[config.mk]
export PLATFORM = sky130hd
export DESIGN_NAME = spa_score
export DESIGN_NICKNAME = d
export VERILOG_FILES = /design/src/hw/rtl/spa_pkg.sv /design/src/hw/rtl/spa_score.sv
export SDC_FILE = /design/constraint.sdc
export NUM_CORES = 1
export LEC_CHECK = 0
export ABC_AREA = 1
export BUFFER_PORTS_ARGS = -buffer_cell sky130_fd_sc_hd__buf_2
export CAP_MARGIN = 5
export CELL_PAD_IN_SITES_DETAIL_PLACEMENT = 0
export CELL_PAD_IN_SITES_GLOBAL_PLACEMENT = 1
export CORE_AREA = 5 5 285 342
export DETAILED_ROUTE_END_ITERATION = 8
export DIE_AREA = 0 0 290 347
export GPL_TIMING_DRIVEN = 1
export PLACE_DENSITY = 0.67
export SLEW_MARGIN = 20
export SYNTH_ARGS = -nofsm -noshare
export SYNTH_HDL_FRONTEND = slang
export SYNTH_SLANG_ARGS = --single-unit
[constraint.sdc]
create_clock -name clock -period 6.71 [get_ports clock]
set_input_delay 0.3355 -clock clock [delete_from_list [all_inputs] [get_ports clock]]
set_output_delay 0.3355 -clock clock [all_outputs]
set_load 0.05 [all_outputs]
[src/hw/rtl/spa_pkg.sv]
// Shared types and constants for the scored pool admission and selection block.
package spa_pkg;

   typedef struct packed {
      logic [2:0]  operation;
      logic [31:0] entry_key;
      logic [15:0] novelty;
      logic [15:0] quality;
      logic        parse_ok;
      logic [31:0] now_seconds;
      logic [15:0] random_a;
      logic [15:0] random_b;
      logic [15:0] random_c;
   } req_type;

   typedef struct packed {
      logic        accepted;
      logic [2:0]  reason;
      logic        evicted;
      logic [31:0] evicted_key;
      logic        sample_valid;
      logic [7:0]  sampled_slot;
      logic [31:0] sampled_key;
      logic [8:0]  entry_count;
   } rsp_type;

   typedef struct packed {
      logic [31:0] key;
      logic [15:0] novelty;
      logic [15:0] quality;
      logic [31:0] admit_time;
      logic        prot;
   } entry_type;

   // One scored entry leaving the scoring pipeline.
   typedef struct packed {
      logic        valid;
      logic        pend;
      logic [31:0] key;
      logic        prot;
      logic        match;
      logic [31:0] fit;
      logic [32:0] score;
   } scored_type;

   localparam logic [2:0] OP_ADMIT    = 3'd0;
   localparam logic [2:0] OP_ADD      = 3'd1;
   localparam logic [2:0] OP_PROTECT  = 3'd2;
   localparam logic [2:0] OP_SAMPLE   = 3'd3;
   localparam logic [2:0] OP_CLEAR    = 3'd4;

   localparam logic [2:0] RSN_OK        = 3'd0;
   localparam logic [2:0] RSN_PARSE     = 3'd1;
   localparam logic [2:0] RSN_DUPLICATE = 3'd2;
   localparam logic [2:0] RSN_QUALITY   = 3'd3;
   localparam logic [2:0] RSN_NOVELTY   = 3'd4;
   localparam logic [2:0] RSN_FULL      = 3'd5;

   localparam logic [1:0] CSR_MIN_QUALITY    = 2'd0;
   localparam logic [1:0] CSR_MIN_NOVELTY    = 2'd1;
   localparam logic [1:0] CSR_MAX_ENTRIES    = 2'd2;
   localparam logic [1:0] CSR_SELECTION_MODE = 2'd3;

   localparam logic [1:0] MODE_WEIGHTED   = 2'd1;
   localparam logic [1:0] MODE_TOURNAMENT = 2'd2;

   localparam logic [15:0] MIN_QUALITY_RESET = 16'd19661;
   localparam logic [8:0]  MAX_ENTRIES_RESET = 9'd256;
   localparam int          MIN_CAP           = 4;

   // Recency bonus = BONUS_WHOLE * d + floor(floor(BONUS_FRAC * d / 8) / 45),
   // where d = AGE_WINDOW - age; the division by 45 uses RECIP_45 >> 23.
   localparam logic [31:0] AGE_WINDOW   = 32'd3600;
   localparam logic [16:0] BONUS_WHOLE  = 17'd119304;
   localparam logic [7:0]  BONUS_FRAC   = 8'd233;
   localparam logic [17:0] RECIP_45     = 18'd186414;
   localparam int          RECIP_SHIFT  = 23;
   localparam logic [31:0] WEIGHT_FLOOR = 32'd4294967;

endpackage

[src/hw/rtl/spa_score.sv]
// Two-stage scoring pipeline: fitness, key match and recency-weighted eviction score.
module spa_score #(
   parameter int AW = 8
) (
   input  logic                 clock,
   input  logic                 reset,
   input  logic                 in_valid,
   input  logic [AW-1:0]        in_idx,
   input  spa_pkg::entry_type   in_entry,
   input  logic [31:0]          cmp_key,
   input  logic [31:0]          now_seconds,
   output spa_pkg::scored_type  sc,
   output logic [AW-1:0]        sc_idx
);

   logic          v2_ff, v3_ff;
   logic [AW-1:0] i2_ff, i3_ff;
   logic [31:0]   key2_ff, key3_ff;
   logic          prot2_ff, prot3_ff;
   logic          match2_ff, match3_ff;
   logic [31:0]   fit2_ff, fit3_ff;
   logic          inwin2_ff;
   logic [28:0]   whole2_ff;
   logic [16:0]   z2_ff;
   logic [28:0]   bonus3_ff;

   logic [31:0]   age;
   logic [11:0]   age_left;
   logic [19:0]   frac_prod;
   logic [35:0]   recip_prod;
   logic [11:0]   frac_q;

   always_comb begin
      age        = now_seconds - in_entry.admit_time;
      age_left   = 12'(AGE_WINDOW_c() - age);
      frac_prod  = 20'(BONUS_FRAC_c()) * 20'(age_left);
      recip_prod = 36'(z2_ff) * 36'(spa_pkg::RECIP_45);
      frac_q     = 12'(recip_prod >> spa_pkg::RECIP_SHIFT);
   end

   function automatic logic [31:0] AGE_WINDOW_c();
      return spa_pkg::AGE_WINDOW;
   endfunction

   function automatic logic [7:0] BONUS_FRAC_c();
      return spa_pkg::BONUS_FRAC;
   endfunction

   always_ff @(posedge clock) begin
      if (reset) begin
         v2_ff <= 1'b0;
         v3_ff <= 1'b0;
      end else begin
         v2_ff <= in_valid;
         v3_ff <= v2_ff;
      end
   end

   always_ff @(posedge clock) begin
      i2_ff     <= in_idx;
      key2_ff   <= in_entry.key;
      prot2_ff  <= in_entry.prot;
      match2_ff <= (in_entry.key == cmp_key);
      fit2_ff   <= 32'(in_entry.novelty) * 32'(in_entry.quality);
      inwin2_ff <= (age < spa_pkg::AGE_WINDOW);
      whole2_ff <= 29'(spa_pkg::BONUS_WHOLE) * 29'(age_left);
      z2_ff     <= 17'(frac_prod >> 3);

      i3_ff     <= i2_ff;
      key3_ff   <= key2_ff;
      prot3_ff  <= prot2_ff;
      match3_ff <= match2_ff;
      fit3_ff   <= fit2_ff;
      bonus3_ff <= inwin2_ff ? 29'(whole2_ff + 29'(frac_q)) : 29'd0;
   end

   always_comb begin
      sc.valid = v3_ff;
      sc.pend  = v2_ff | v3_ff;
      sc.key   = key3_ff;
      sc.prot  = prot3_ff;
      sc.match = match3_ff;
      sc.fit   = fit3_ff;
      sc.score = 33'(fit3_ff) + 33'(bonus3_ff);
      sc_idx   = i3_ff;
   end

endmodule

# Word-level counts from Yosys, hierarchy flattened
# Cells that the tools add are included.
dict set report totals {
  regBits 223
  in_bits 172
  out_inout_bits 109
  wordCells 27
}
dict set report op_classes {
  add_sub_neg 4
  multipliers 4
  order_cmp 1
  n_eq_ne 1
  n_bitwise 1
}
# operator n
set ops {}
lappend ops {{17-bit by 17-bit multiplier with 34-bit output (second input constant)} 1}
lappend ops {{32-bit by 29-bit adder with 33-bit output} 1}
lappend ops {{32-bit == test} 1}
lappend ops {{32-bit by 12-bit less-than comparator with 1-bit output (second input constant)} 1}
lappend ops {{16-bit by 16-bit multiplier with 32-bit output} 1}
lappend ops {{32-bit subtractor} 1}
lappend ops {{29-bit by 12-bit adder with 29-bit output} 1}
lappend ops {{14-bit by 12-bit multiplier with 26-bit output (first input constant)} 1}
lappend ops {{8-bit by 12-bit multiplier with 20-bit output (first input constant)} 1}
lappend ops {{12-bit subtractor (first input constant)} 1}
lappend ops {{1-bit OR} 1}

# Depth between registers and ports, before layout
dict set report depth {
  word_depth 3
  depth_mapped 34
  depth_no_buf 34
}

# Worst setup path before layout
# No wires, ideal clock.
dict set report synth_timing {
  path_type {register to register}
  from {reg z2_ff[7]}
  to {reg bonus3_ff[27]}
  setup_time_ps 132
  arrival_ps 5950
  required_ps 6578
  setup_slack_ps 629
  path_stages_with_launch 29
  n_path_buf 0
  synth_period_minus_slack_ps 6081
  cell_sequence {dfxtp_1 ha_1 inv_1 fa_1 fa_1 inv_1 fa_1 inv_1 fa_1 fa_1 inv_1 ha_1 nand2_1 inv_1 a21oi_1 inv_1 a21oi_1 inv_1 a221oi_1 nand2_1 nand2_1 nand2_1 ha_1 nand2_1 nor4_1 nand2_1 a21oi_1 and3_1 nor3_1}
}
dict set report synth_via {
  elab_chain_len 2
}
# element line_no
set synth_rtl {}
lappend synth_rtl {{from (decl)} spa_score.sv:24} ;# logic [16:0] z2_ff;
lappend synth_rtl {{from (signal assigned)} spa_score.sv:67} ;# z2_ff <= 17'(frac_prod >> 3);
lappend synth_rtl {{17-bit by 17-bit multiplier with 34-bit output} spa_score.sv:37} ;# recip_prod = 36'(z2_ff) * 36'(spa_pkg::RECIP_45);
lappend synth_rtl {{29-bit by 12-bit adder with 29-bit output} spa_score.sv:74} ;# bonus3_ff <= inwin2_ff ? 29'(whole2_ff + 29'(frac_q)) : 29'd0;
lappend synth_rtl {{to (signal assigned)} spa_score.sv:74}
lappend synth_rtl {{to (decl)} spa_score.sv:25} ;# logic [28:0] bonus3_ff;
# Every way passes these cells.
# A chain may end at the register's enable or synchronous reset.

# Worst setup path after layout
dict set report layout_timing {
  from {reg z2_ff[7]}
  to {reg bonus3_ff[20]}
}
# Same word-level chain as after synthesis.

==> impl_metrics.json <==
{
  "crit_arrival_ns": 6.73,
  "drt_iter0_drc": 992,
  "vias": 22800,
  "cts_root_buf": "clkbuf_16",
  "fin_nets": 4785,
  "viasPerCell": 4.45,
  "wl_per_cell_microns": 16.0,
  "synth_common_cells": "inv_1 (814), nand2_1 (768), ha_1 (424)",
  "htreeDepth": 1,
  "synthMuxAreaShare_pct": 0,
  "end_kind": "flop",
  "cts.sinks": 223,
  "synth_nets": 4461,
  "dr.pass1.iters": 5,
  "synth_edf_count": 0,
  "clk_path_buf_depth": 3,
  "layout_worst_path_cycle_share_pct": 93.8,
  "cts_buffers": 26,
  "hold_path.class": "in -> reg",
  "gr-total-overflow": 0,
  "hold_violations": 0,
  "synth_cell_types": 51,
  "clkLatencyLatePin_ns": 0.55,
  "whs_ns": 0.207,
  "period_needed_ns": 6.29,
  "ios": 281,
  "max_cap_violations": 0,
  "ys.flop_type": "dfxtp_1",
  "fmax_ghz": 0.159,
  "die_y_microns": 347,
  "totalWireLength_microns": 82200,
  "place_hpwl_microns": 71500,
  "die-area_sq_mm": 0.101,
  "yosysTopAreaCellShare_pct": 24.1,
  "synth_top_family_by_area": "adder cells",
  "drc_errors": 0,
  "yosysMostFrequentCell": "inv_1",
  "antenna_found_initial": 2,
  "synthSimpleGateAreaFrac_pct": 17.0,
  "whs_path_depth": 5,
  "yosysTopAreaCell": "fa_1",
  "r2r_cells": 29,
  "crit_path_start_kind": "flop",
  "clk_pin_slew_ns": 0.06,
  "worst_pin_slew_ns": 0.704,
  "synth_fa_ha_area_share_pct": 43.1,
  "drive_above_1_share_pct": 12.1,
  "synthXorXnorAreaFrac_pct": 4.58,
  "gp_congestion": 0.900,
  "core_area_sq_mm": 0.0936,
  "critPathMaxStageDelay_ns": 0.55,
  "fill_cells": 10100,
  "ys_seq_area_share_pct": 16.0,
  "crit_path_max_fanout": 5,
  "grt_first_pass_wirelength_microns": 132000,
  "max_slew_margin_pct": 53.0,
  "initial_core_util_pct": 29.8,
  "synthCells": 3530,
  "areaGrowthSynthToFinish_pct": 16.7,
  "run_status": "finished clean",
  "fin_skew_ns": 0.0188,
  "rows": 123,
  "die_w_microns": 290,
  "syn-cell-area_sq_mm": 0.0279,
  "syn_area_per_cell_sq_um": 7.89,
  "setup_viol": 0,
  "path_class": "reg -> reg",
  "ys_async_sr_fraction_pct": 0,
  "worstPathRequired_ns": 7.14,
  "antenna_left": 0,
  "grt_max_degree": 19,
  "port_buffers": 280,
  "antenna_cells": 0,
  "worst_path_most_repeated_cell": "fa_1",
  "cts_tree": "built",
  "cpMaxStageDelayCell": "fa_1",
  "synth_area_leaders": "fa_1 (24%), ha_1 (19%), dfxtp_1 (16%), inv_1 (11%), nand2_1 (10%)",
  "slew_viol_final": 0,
  "grt_usage_pct": 16.2,
  "ys_warn_count": 0,
  "synth-seq-cells": 223,
  "synth-compound-area-share_pct": 7.21,
  "grt_pass1_vias": 24500
}
[cells in the final DEF, fill, tap and decap left out, types with 82 or more instances in the layout]
cell,synthesis,final
inv_1,814,814
nand2_1,768,760
ha_1,424,413
fa_1,335,334
buf_2,0,280
dfxtp_1,223,218
nor2_1,180,176
a21oi_1,172,160
xor2_1,100,99
nand3_1,92,92
o21ai_0,87,82
[what timing repair did]
| item | CTS | global route |
|---|---|---|
| endpoints found under the hold margin | 43 | 0 |
| gates resized for setup | 0 | 57 |
| buffers inserted | 0 | 4 |
| endpoints found under the setup margin | 0 | 19 |
| hold buffers | 43 | 0 |
[kinds of logic (layout without fill, tap and decap cells)]
group                      after synthesis  count (layout)
xor gates and xnor gates               145             145
AOI/OAI and AO/OA                      355             355
adders and majority gates              759             759
buffers and inverters                  893            1237
DFF                                    223             223
and+or+nand+nor                       1155            1155
[cell type report]
class | count | area [sq um] | area share [%]
Multi-Input combinational cell | 2414 | 20300 | 62.4
Sequential cell | 223 | 4480 | 13.8
Inverter | 822 | 3090 | 9.49
Timing Repair Buffer | 367 | 2160 | 6.65
Tap cell | 1250 | 1560 | 4.81
Clock buffer | 34 | 741 | 2.28
Clock inverter | 14 | 205 | 0.631
[metal layers]
| metal | wire [microns] | global-route usage [%] | up-vias |
|---|---|---|---|
| met4 | 2570 | 4.58 | 0 |
| met5 | 0 | 0 | - |
| met3 | 3160 | 2.16 | 126 |
| met2 | 42200 | 30.1 | 368 |
| li1 | - | - | 11500 |
| met1 | 34400 | 19.7 | 10900 |
[worst paths after layout]
check / slack (ns) / endpoint / start
hold / removal: 0.21 / match2_ff$_DFF_P_ / cmp_key[9]
setup reg to reg: 0.42 / bonus3_ff[20]$_SDFF_PN0_ / z2_ff[7]$_DFF_P_
hold reg to reg: 0.31 / fit3_ff[8]$_DFF_P_ / fit2_ff[8]$_DFF_P_
setup / recovery: 0.42 / bonus3_ff[20]$_SDFF_PN0_ / z2_ff[7]$_DFF_P_
[worst max-delay path: cells and delay by family (launching register included)]
| kind | cells | cell delay (ns) |
|---|---|---|
| xor+xnor | 1 | 0.10 |
| compound gates | 7 | 1.10 |
| simple gates | 9 | 0.81 |
| buf+inv | 4 | 0.24 |
| fa+ha+maj | 8 | 3.58 |
| flops | 1 | 0.36 |
[flip-flops by register name, indices dropped and copies added, names as in the netlist, 8 cells and up]
signal / cells
i2_ff: 8
key2_ff: 32
fit3_ff: 32
key3_ff: 32
bonus3_ff: 29
z2_ff: 17
sc_idx: 8
whole2_ff: 26
fit2_ff: 32
[through the flow]
| stage | worst slack (ns) | instances | utilization, % | setup TNS, ns | area, sq um |
|---|---|---|---|---|---|
| 2_1_floorplan | 0.629 | 3530 | - | 0 | 27900 |
| 3_3_place_gp | 0.126 | 5029 | 33.0 | 0 | 30900 |
| 3_5_place_dp | 0.0576 | 5029 | 33.0 | 0 | 30900 |
| 4_1_cts | 0.0120 | 5120 | 34.4 | 0 | 32200 |
| 5_1_grt | -0.0127 | 5124 | 34.7 | -0.0130 | 32500 |
| 6_report | 0.419 | 5124 | 34.7 | 0 | 32500 |
Power is not shown: default switching activity piles up to over one toggle a cycle in this logic, so the estimate is an artifact.
